$ cat config.mk
export PLATFORM = sky130hd
export DESIGN_NAME = stc_syndrome_extract
export DESIGN_NICKNAME = d
export VERILOG_FILES = /design/src/rtl/core/stc_pkg.sv /design/src/rtl/core/stc_syndrome_extract.sv
export VERILOG_INCLUDE_DIRS = /design/src /design/src/rtl/core
export SDC_FILE = /design/constraint.sdc
export NUM_CORES = 1
export LEC_CHECK = 0
export ABC_AREA = 1
export BUFFER_PORTS_ARGS = -buffer_cell sky130_fd_sc_hd__buf_2
export CORE_MARGIN = 2
export CORE_UTILIZATION = 35
export DETAILED_ROUTE_END_ITERATION = 8
export PLACE_DENSITY = 0.52
export SYNTH_ARGS = -nofsm -noshare
export SYNTH_HDL_FRONTEND = slang
export SYNTH_SLANG_ARGS = --single-unit
$ cat constraint.sdc
create_clock -name aclk -period 17.27 [get_ports aclk]
set_clock_uncertainty 0.1 [all_clocks]
set_input_delay 2.5905 -clock aclk [delete_from_list [all_inputs] [get_ports aclk]]
set_output_delay 2.5905 -clock aclk [all_outputs]
set_load 0.02 [all_outputs]
$ cat src/rtl/core/assert_macros.svh
// Assertion macros shared by the syndrome extraction RTL.
// Depends on nothing; the checks drop out when SYNTHESIS is defined.
`ifndef ASSERT_MACROS_SVH
`define ASSERT_MACROS_SVH
`ifndef SYNTHESIS
// Check prop on every rising edge of clk while rstn is high.
`define STC_ASSERT(label, clk, rstn, prop, msg) \
    label: assert property (@(posedge clk) disable iff (!(rstn)) (prop)) else $error(msg);
// Check prop on every rising edge of clk, reset included.
`define STC_ASSERT_ALWAYS(label, clk, prop, msg) \
    label: assert property (@(posedge clk) (prop)) else $error(msg);
`else
`define STC_ASSERT(label, clk, rstn, prop, msg)
`define STC_ASSERT_ALWAYS(label, clk, prop, msg)
`endif
`endif

$ cat src/rtl/core/stc_pkg.sv
// Package for the syndrome-trellis extraction block: register map,
// reset values, column packing and default parameter values. No dependencies.
package stc_pkg;

    localparam int MAX_HEIGHT_DEF  = 16;
    localparam int MAX_WIDTH_DEF   = 4;
    localparam int LENGTH_BITS_DEF = 16;

    // Submatrix columns: 16 bits per column, four columns per 64-bit register.
    localparam int COLUMN_STRIDE = 16;
    localparam int NUM_COLUMNS   = 4;
    localparam int COL_IDX_W     = 2;

    localparam int WIDTH_W  = 3;
    localparam int HEIGHT_W = 5;
    localparam int DATA_W   = 64;
    localparam int PADDR_W  = 6;
    localparam int REG_IDX_W = 3;

    localparam logic [HEIGHT_W-1:0] HEIGHT_RST = 5'd10;
    localparam logic [WIDTH_W-1:0]  WIDTH_RST  = 3'd1;

    typedef enum logic [REG_IDX_W-1:0] {
        REG_COVER_LENGTH   = 3'd0,
        REG_MESSAGE_LENGTH = 3'd1,
        REG_HEIGHT         = 3'd2,
        REG_SHORT_WIDTH    = 3'd3,
        REG_LONG_WIDTH     = 3'd4,
        REG_SHORT_COLUMNS  = 3'd5,
        REG_LONG_COLUMNS   = 3'd6
    } reg_idx_t;

endpackage

$ cat src/rtl/core/stc_syndrome_extract.sv
// Syndrome extraction for a syndrome-trellis code: top level with APB
// register file, block sizing and the syndrome window. Uses stc_pkg and
// assert_macros.svh.

// One stego element is taken per cycle while s_ready is high: each transfer
// updates the window, the column counter and the block sizing accumulators
// in the cycle it is accepted, whatever its content. A message bit is
// emitted at the end of every block into an output register backed by one
// skid stage; s_ready drops only while both hold undelivered bits. Set
// first_of_cover on the first element of every cover to restart. Block i
// is long when 2*M*(W+long_width) <= 2*(i+1)*N + M, with W the columns
// placed so far; no bits come out when message_length is zero or exceeds
// cover_length, and elements after the last bit are dropped.
`include "assert_macros.svh"

module stc_syndrome_extract #(
    parameter int MAX_HEIGHT  = stc_pkg::MAX_HEIGHT_DEF,
    parameter int MAX_WIDTH   = stc_pkg::MAX_WIDTH_DEF,
    parameter int LENGTH_BITS = stc_pkg::LENGTH_BITS_DEF
) (
    input  logic                           aclk,
    input  logic                           aresetn,
    // configuration
    input  logic                           psel,
    input  logic                           penable,
    input  logic                           pwrite,
    input  logic [stc_pkg::PADDR_W-1:0]    paddr,
    input  logic [stc_pkg::DATA_W-1:0]     pwdata,
    output logic [stc_pkg::DATA_W-1:0]     prdata,
    output logic                           pready,
    // stego elements
    input  logic                           s_valid,
    output logic                           s_ready,
    input  logic [7:0]                     s_stego_value,
    input  logic                           s_first_of_cover,
    // message bits
    output logic                           m_valid,
    input  logic                           m_ready,
    output logic                           m_message_bit,
    output logic [LENGTH_BITS-1:0]         m_message_index,
    output logic                           m_last_bit
);

    localparam int WW       = stc_pkg::WIDTH_W;
    localparam int COL_W    = (MAX_WIDTH > 1) ? $clog2(MAX_WIDTH) : 1;
    localparam int SCALED_W = 2 * LENGTH_BITS + 2;
    localparam int CMP_W    = SCALED_W + 1;
    localparam int PROD_W   = LENGTH_BITS + WW;
    localparam int EXT_W    = (MAX_HEIGHT > stc_pkg::COLUMN_STRIDE) ?
                              MAX_HEIGHT : stc_pkg::COLUMN_STRIDE;
    localparam logic [WW-1:0] MAX_W_C = WW'(MAX_WIDTH);
    localparam logic [stc_pkg::HEIGHT_W-1:0] MAX_H_C = stc_pkg::HEIGHT_W'(MAX_HEIGHT);

    typedef logic [stc_pkg::NUM_COLUMNS-1:0][stc_pkg::COLUMN_STRIDE-1:0] col_set_t;

    // configuration registers
    logic [LENGTH_BITS-1:0]          cov_len_reg;
    logic [LENGTH_BITS-1:0]          msg_len_reg;
    logic [stc_pkg::HEIGHT_W-1:0]    height_reg;
    logic [WW-1:0]                   short_w_reg;
    logic [WW-1:0]                   long_w_reg;
    logic [stc_pkg::DATA_W-1:0]      short_cols_reg;
    logic [stc_pkg::DATA_W-1:0]      long_cols_reg;

    // running state
    logic [MAX_HEIGHT-1:0]  win_reg, win_next;
    logic [LENGTH_BITS-1:0] blk_reg, blk_next;
    logic [COL_W-1:0]       col_reg, col_next;
    logic                   long_reg, long_next;
    logic [SCALED_W-1:0]    placed_reg, placed_next;
    logic [SCALED_W-1:0]    target_reg, target_next;
    logic                   fin_reg, fin_next;

    // result queue: output register plus one skid stage
    logic                   out_valid_reg, skid_valid_reg;
    logic                   out_bit_reg, skid_bit_reg;
    logic [LENGTH_BITS-1:0] out_idx_reg, skid_idx_reg;
    logic                   out_last_reg, skid_last_reg;

    logic                   wr_en;
    stc_pkg::reg_idx_t      wr_idx, rd_idx;
    logic                   accept, pop, push;

    // datapath
    logic [MAX_HEIGHT-1:0]  win_eff;
    logic [LENGTH_BITS-1:0] blk_eff;
    logic [COL_W-1:0]       col_eff, col_c;
    logic                   long_eff, fin_eff, active, is_long, done;
    logic [SCALED_W-1:0]    placed_eff, target_eff;
    logic [WW-1:0]          sw, lw, w, col_inc;
    logic [stc_pkg::HEIGHT_W-1:0] h;
    logic [MAX_HEIGHT-1:0]  hmask, col_bits, win_x;
    logic [EXT_W-1:0]       col_wide;
    logic [PROD_W-1:0]      m_lw, m_w;
    logic [CMP_W-1:0]       lhs, rhs;
    col_set_t               cols;
    logic                   res_bit, res_last;
    logic [LENGTH_BITS-1:0] res_idx;

    // ---------------- configuration port ----------------
    assign pready = 1'b1;
    assign wr_en  = psel && penable && pwrite && pready;
    assign wr_idx = stc_pkg::reg_idx_t'(paddr[stc_pkg::PADDR_W-1:3]);
    assign rd_idx = stc_pkg::reg_idx_t'(paddr[stc_pkg::PADDR_W-1:3]);

    always_ff @(posedge aclk) begin
        if (!aresetn) begin
            cov_len_reg    <= LENGTH_BITS'(1);
            msg_len_reg    <= LENGTH_BITS'(1);
            height_reg     <= stc_pkg::HEIGHT_RST;
            short_w_reg    <= stc_pkg::WIDTH_RST;
            long_w_reg     <= stc_pkg::WIDTH_RST;
            short_cols_reg <= '0;
            long_cols_reg  <= '0;
        end else if (wr_en) begin
            unique case (wr_idx)
                stc_pkg::REG_COVER_LENGTH:   cov_len_reg    <= pwdata[LENGTH_BITS-1:0];
                stc_pkg::REG_MESSAGE_LENGTH: msg_len_reg    <= pwdata[LENGTH_BITS-1:0];
                stc_pkg::REG_HEIGHT:         height_reg     <= pwdata[stc_pkg::HEIGHT_W-1:0];
                stc_pkg::REG_SHORT_WIDTH:    short_w_reg    <= pwdata[WW-1:0];
                stc_pkg::REG_LONG_WIDTH:     long_w_reg     <= pwdata[WW-1:0];
                stc_pkg::REG_SHORT_COLUMNS:  short_cols_reg <= pwdata;
                stc_pkg::REG_LONG_COLUMNS:   long_cols_reg  <= pwdata;
                default: ;
            endcase
        end
    end

    always_comb begin
        unique case (rd_idx)
            stc_pkg::REG_COVER_LENGTH:   prdata = stc_pkg::DATA_W'(cov_len_reg);
            stc_pkg::REG_MESSAGE_LENGTH: prdata = stc_pkg::DATA_W'(msg_len_reg);
            stc_pkg::REG_HEIGHT:         prdata = stc_pkg::DATA_W'(height_reg);
            stc_pkg::REG_SHORT_WIDTH:    prdata = stc_pkg::DATA_W'(short_w_reg);
            stc_pkg::REG_LONG_WIDTH:     prdata = stc_pkg::DATA_W'(long_w_reg);
            stc_pkg::REG_SHORT_COLUMNS:  prdata = short_cols_reg;
            stc_pkg::REG_LONG_COLUMNS:   prdata = long_cols_reg;
            default:                     prdata = '0;
        endcase
    end

    // ---------------- handshakes ----------------
    assign s_ready = !skid_valid_reg;
    assign accept  = s_valid && s_ready;
    assign pop     = out_valid_reg && m_ready;
    assign push    = accept && active && done;

    // ---------------- per-element update ----------------
    always_comb begin
        // first_of_cover restarts the cover before the element is used
        win_eff    = s_first_of_cover ? '0   : win_reg;
        blk_eff    = s_first_of_cover ? '0   : blk_reg;
        col_eff    = s_first_of_cover ? '0   : col_reg;
        long_eff   = s_first_of_cover ? 1'b0 : long_reg;
        placed_eff = s_first_of_cover ? '0   : placed_reg;
        target_eff = s_first_of_cover ? '0   : target_reg;
        fin_eff    = s_first_of_cover ? 1'b0 : fin_reg;

        active = !fin_eff && (msg_len_reg != '0) && (msg_len_reg <= cov_len_reg);

        sw = (short_w_reg == '0) ? WW'(1) : ((short_w_reg > MAX_W_C) ? MAX_W_C : short_w_reg);
        lw = (long_w_reg == '0)  ? WW'(1) : ((long_w_reg > MAX_W_C) ? MAX_W_C : long_w_reg);
        h  = (height_reg > MAX_H_C) ? MAX_H_C : height_reg;
        for (int j = 0; j < MAX_HEIGHT; j++) begin
            hmask[j] = (stc_pkg::HEIGHT_W'(j) < h);
        end

        // long-block test, only at the start of a block
        m_lw = PROD_W'(msg_len_reg) * PROD_W'(lw);
        lhs  = CMP_W'(placed_eff) + CMP_W'({m_lw, 1'b0});
        rhs  = CMP_W'(target_eff) + CMP_W'({cov_len_reg, 1'b0}) + CMP_W'(msg_len_reg);
        is_long = (col_eff == '0) ? (lhs <= rhs) : long_eff;

        w     = is_long ? lw : sw;
        // clip a stale column position against the current width
        col_c = (WW'(col_eff) >= w) ? COL_W'(w - WW'(1)) : col_eff;
        cols  = is_long ? col_set_t'(long_cols_reg) : col_set_t'(short_cols_reg);
        col_wide = EXT_W'(cols[stc_pkg::COL_IDX_W'(col_c)]);
        col_bits = col_wide[MAX_HEIGHT-1:0];

        win_x   = (s_stego_value != 8'd0) ? (win_eff ^ (col_bits & hmask)) : win_eff;
        col_inc = WW'(col_c) + WW'(1);
        done    = (col_inc >= w);

        res_bit  = win_x[0];
        res_idx  = blk_eff;
        res_last = (blk_eff == (msg_len_reg - LENGTH_BITS'(1)));

        m_w = PROD_W'(msg_len_reg) * PROD_W'(w);

        win_next    = win_eff;
        blk_next    = blk_eff;
        col_next    = col_eff;
        long_next   = long_eff;
        placed_next = placed_eff;
        target_next = target_eff;
        fin_next    = fin_eff;
        if (active) begin
            long_next = is_long;
            if (done) begin
                win_next    = win_x >> 1;
                blk_next    = blk_eff + LENGTH_BITS'(1);
                col_next    = '0;
                placed_next = placed_eff + SCALED_W'({m_w, 1'b0});
                target_next = target_eff + SCALED_W'({cov_len_reg, 1'b0});
                fin_next    = res_last;
            end else begin
                win_next = win_x;
                col_next = COL_W'(col_inc);
            end
        end
    end

    always_ff @(posedge aclk) begin
        if (!aresetn) begin
            win_reg    <= '0;
            blk_reg    <= '0;
            col_reg    <= '0;
            long_reg   <= 1'b0;
            placed_reg <= '0;
            target_reg <= '0;
            fin_reg    <= 1'b0;
        end else if (accept) begin
            win_reg    <= win_next;
            blk_reg    <= blk_next;
            col_reg    <= col_next;
            long_reg   <= long_next;
            placed_reg <= placed_next;
            target_reg <= target_next;
            fin_reg    <= fin_next;
        end
    end

    // ---------------- result queue ----------------
    always_ff @(posedge aclk) begin
        if (!aresetn) begin
            out_valid_reg  <= 1'b0;
            skid_valid_reg <= 1'b0;
        end else begin
            if (skid_valid_reg && pop) begin
                // advance the skid entry into the output register
                out_valid_reg  <= 1'b1;
                skid_valid_reg <= 1'b0;
            end else if (push && out_valid_reg && !pop) begin
                skid_valid_reg <= 1'b1;
            end else if (push) begin
                out_valid_reg <= 1'b1;
            end else if (pop) begin
                out_valid_reg <= 1'b0;
            end
        end
    end

    always_ff @(posedge aclk) begin
        if (skid_valid_reg && pop) begin
            out_bit_reg  <= skid_bit_reg;
            out_idx_reg  <= skid_idx_reg;
            out_last_reg <= skid_last_reg;
        end else if (push && (!out_valid_reg || pop)) begin
            out_bit_reg  <= res_bit;
            out_idx_reg  <= res_idx;
            out_last_reg <= res_last;
        end
        if (push && out_valid_reg && !pop) begin
            skid_bit_reg  <= res_bit;
            skid_idx_reg  <= res_idx;
            skid_last_reg <= res_last;
        end
    end

    assign m_valid         = out_valid_reg;
    assign m_message_bit   = out_bit_reg;
    assign m_message_index = out_idx_reg;
    assign m_last_bit      = out_last_reg;

    // ---------------- checks ----------------
    `STC_ASSERT(a_skid_behind_out, aclk, aresetn, skid_valid_reg |-> out_valid_reg, "skid holds a bit while output register is empty")
    `STC_ASSERT(a_col_in_range, aclk, aresetn, WW'(col_reg) < MAX_W_C, "column position beyond maximum width")
    `STC_ASSERT(a_finish_on_last, aclk, aresetn, $rose(fin_reg) |-> $past(push && res_last), "finished set without last message bit")
    `STC_ASSERT(a_index_advance, aclk, aresetn, push |=> (blk_reg == $past(res_idx) + LENGTH_BITS'(1)), "block number did not advance after a message bit")

endmodule

==> load_flow_metrics.sql <==
INSERT INTO impl_metrics (metric_group, metric, value, unit) VALUES
('outcome', 'run_status', 'completed', ''),
('route', 'remaining_drc_errors', '0', ''),
('floorplanning', 'die_area', '70800', 'µm²'),
('global_route', 'grt_pass1_vias', '21800', ''),
('setup_path', 'timing.critical_path.slowest_stage_cell', 'sky130_fd_sc_hd__dfxtp_1', ''),
('placed_design', 'post_dp_cell_area', '25500', 'µm²'),
('setup_path', 'timing.critical_path.from', 'long_w_reg[2]', ''),
('cts', 'worst_setup_hold_path_clk_slew', '0.06', 'ns'),
('placed_design', 'port_buffers', '166', ''),
('floorplanning', 'die-height', '266', 'µm'),
('power_and_ir_drop', 'finalPower', '2.98', 'mW'),
('cts', 'postCtsResizedCells', '0', ''),
('setup_path', 'worst-path-max-fanout', '59', ''),
('sta', 'whs', '0.359', 'ns'),
('worst_hold_path', 'hold_path.class', 'reg -> reg', ''),
('setup_path', 'cpPeakStageDelay', '0.80', 'ns'),
('setup_path', 'worstSetupEndpointType', 'register', ''),
('floorplanning', 'boundaryPins', '171', ''),
('synth', 'gate_count_of_the_mapped_netlist', '3560', ''),
('sta', 'hold_viol', '0', ''),
('synth', 'yosysUniqueCellTypes', '68', ''),
('cts', 'clock_latency_late_sink', '0.59', 'ns'),
('synth', 'synth_enable_flop_cells', '36', ''),
('cts', 'clk_path_buf_depth', '3', ''),
('synth', 'asyncSetResetFlopFracSynth', '0', '%'),
('global_route', 'global_route_wire_length_before_repair', '123000', 'µm'),
('floorplanning', 'core_region_area', '68300', 'µm²'),
('route', 'dr.pass1.iters', '6', ''),
('sta', 'fmax', '71.6', 'MHz'),
('route', 'detail_route.wirelength', '78400', 'µm'),
('synth', 'synth_flop_cell', 'sky130_fd_sc_hd__dfxtp_1', ''),
('synth', 'postSynthAreaPerCell', '6.75', 'µm²'),
('cells_and_area', 'mostFrequentLayoutCell', 'sky130_fd_sc_hd__nand2_1', ''),
('sta', 'worst_rel_slew_slack', '29.4', '%'),
('cts', 'clock_tree.root_cell', 'sky130_fd_sc_hd__clkbuf_16', ''),
('sta', 'unrepaired_setup_endpoints_after_global_routing', 'no', ''),
('cts', 'post_cts_setup_repair_buffer_count', '0', ''),
('global_route', 'global_route.usage.met2', '37.6', '%'),
('cells_and_area', 'fin_util', '39.3', '%'),
('job', 'drv.max_cap_violation_count', '0', ''),
('setup_path', 'worstReg2RegStart', 'long_w_reg[2]', ''),
('synth', 'synth.yosys.warnings', '0', ''),
('cells_and_area', 'area.growth.synth_to_final', '11.6', '%'),
('global_route', 'globalRoute.totalOverflow', '0', ''),
('cts', 'numCtsBuffers', '41', ''),
('synth', 'synthesis.nets', '3863', ''),
('setup_path', 'critical_path.most_common_cell', 'sky130_fd_sc_hd__nand2_1', ''),
('sta', 'setup_violations', '0', ''),
('placed_design', 'worst_setup_timing_slack_at_the_placement_stage', '2.59', 'ns'),
('placed_design', 'finalWeightedCongestion', '0.917', ''),
('floorplanning', 'die_width', '266', 'µm'),
('route', 'detail-route-antenna-nets', '0', ''),
('cts', 'sink_count_of_the_clock_tree', '313', ''),
('global_route', 'maximum_number_of_pins_on_one_net_before_global_route_repair', '124', ''),
('global_route', 'met1_usage_grt', '28.7', '%'),
('sta', 'timing.final.crit_period', '13.97', 'ns'),
('synth', 'netlist_area', '24000', 'µm²'),
('sta', 'setup_ws', '3.30', 'ns'),
('power_and_ir_drop', 'power.density_cell_area', '111', 'nW/µm²'),
('cts', 'ctsHoldBuffers', '0', ''),
('cells_and_area', 'layout_common_cells', 'sky130_fd_sc_hd__nand2_1, sky130_fd_sc_hd__inv_1, sky130_fd_sc_hd__a21oi_1', ''),
('synth', 'register_bit_count_reported_by_yosys', '313', ''),
('cells_and_area', 'post_layout_nonfiller_instances', '4546', ''),
('cells_and_area', 'finish.instance_area', '26800', 'µm²'),
('floorplanning', 'effective_utilization_at_floorplan', '35.2', '%'),
('cts', 'cts_tree', 'done', ''),
('worst_hold_path', 'worst_hold_startpoint', 'placed_reg[0]', ''),
('sta', 'layout_worst_path_cycle_share', '80.9', '%'),
('cts', 'cts_htree_levels', '2', ''),
('sta', 'maxSlewViolCount', '0', ''),
('sta', 'worst-slew-pin-transition', '1.06', 'ns');
[layout make-up]
| type | count | area, µm² | share of cell area [%] |
|---|---|---|---|
| tap | 882 | 1100 | 4.11 |
| sequential | 313 | 6630 | 24.7 |
| inverter | 518 | 1950 | 7.27 |
| clock buffer | 58 | 1140 | 4.25 |
| clock inverter | 16 | 214 | 0.798 |
| multi-input combinational | 2566 | 14800 | 55.0 |
| timing repair buffer | 191 | 1020 | 3.82 |
| antenna | 2 | 5.00 | 0.0187 |
[cells in the mapped netlist, types with 10 or more instances]
library cell,instances,area share (%)
sky130_fd_sc_hd__a21oi_1,344,7.2
sky130_fd_sc_hd__buf_1,11,0.17
sky130_fd_sc_hd__buf_2,20,0.42
sky130_fd_sc_hd__clkbuf_1,117,1.8
sky130_fd_sc_hd__dfxtp_1,277,23
sky130_fd_sc_hd__edfxtp_1,36,4.5
sky130_fd_sc_hd__fa_1,49,4.1
sky130_fd_sc_hd__ha_1,168,8.7
sky130_fd_sc_hd__inv_1,500,7.8
sky130_fd_sc_hd__inv_2,14,0.22
sky130_fd_sc_hd__nand2_1,745,12
sky130_fd_sc_hd__nand2_2,10,0.26
sky130_fd_sc_hd__nand3_1,115,2.4
sky130_fd_sc_hd__nand4_1,26,0.68
sky130_fd_sc_hd__nor2_1,325,5.1
sky130_fd_sc_hd__nor3_1,55,1.1
sky130_fd_sc_hd__nor4_1,17,0.44
sky130_fd_sc_hd__o2111ai_1,11,0.40
sky130_fd_sc_hd__o211ai_1,36,1.1
sky130_fd_sc_hd__o21a_1,11,0.34
sky130_fd_sc_hd__o21ai_0,343,7.1
sky130_fd_sc_hd__o21ai_1,26,0.54
sky130_fd_sc_hd__o21bai_1,12,0.37
sky130_fd_sc_hd__o22ai_1,24,0.62
sky130_fd_sc_hd__xnor2_1,45,1.6
sky130_fd_sc_hd__xor2_1,97,3.5
[worst paths after layout]
| check | cells past startpoint | endpoint | slack, ns |
|---|---|---|---|
| max | 73 | placed_reg[33] | 3.30 |
| min | 2 | placed_reg[0] | 0.36 |
| max reg2reg | 73 | placed_reg[33] | 3.30 |
| min reg2reg | 2 | placed_reg[0] | 0.36 |
[kinds of logic (layout without fill, tap and decap cells)]
family                   after synthesis  after routing  synth area share [%]
AO/OA/AOI/OAI                        860            860                  19.5
XOR/XNOR                             143            143                  5.24
adder cells (fa/ha/maj)              217            217                  12.8
buffers and inverters                681            783                  11.1
flip-flops                           313            313                  27.6
multiplexers                           3              3                 0.130
other                                  1              3                0.0156
AND/OR/NAND/NOR                     1342           1342                  23.6
[metal layers]
metal	routed length [µm]	vias up
li1	-	11800
met1	36000	10400
met2	36400	499
met3	3920	86
met4	2030	8
met5	36	-
[report_power, final]
group | total, mW | internal [mW] | leakage (nW) | switching [mW]
registers | 0.833 | 0.810 | 2.59 | 0.0227
clock network | 0.869 | 0.509 | 0.651 | 0.360
logic | 1.28 | 0.356 | 8.87 | 0.924
total | 2.98 | 1.68 | 12.1 | 1.31
[critical path: cells and delay by family, from the launching register on]
family	cells	cell delay [ns]
fa+ha+maj	9	3.07
compound gates	24	4.22
buf+inv	13	1.63
simple gates	24	3.58
xor+xnor	3	0.37
flops	1	0.80
Note: power is estimated with default switching activity, not from simulation.
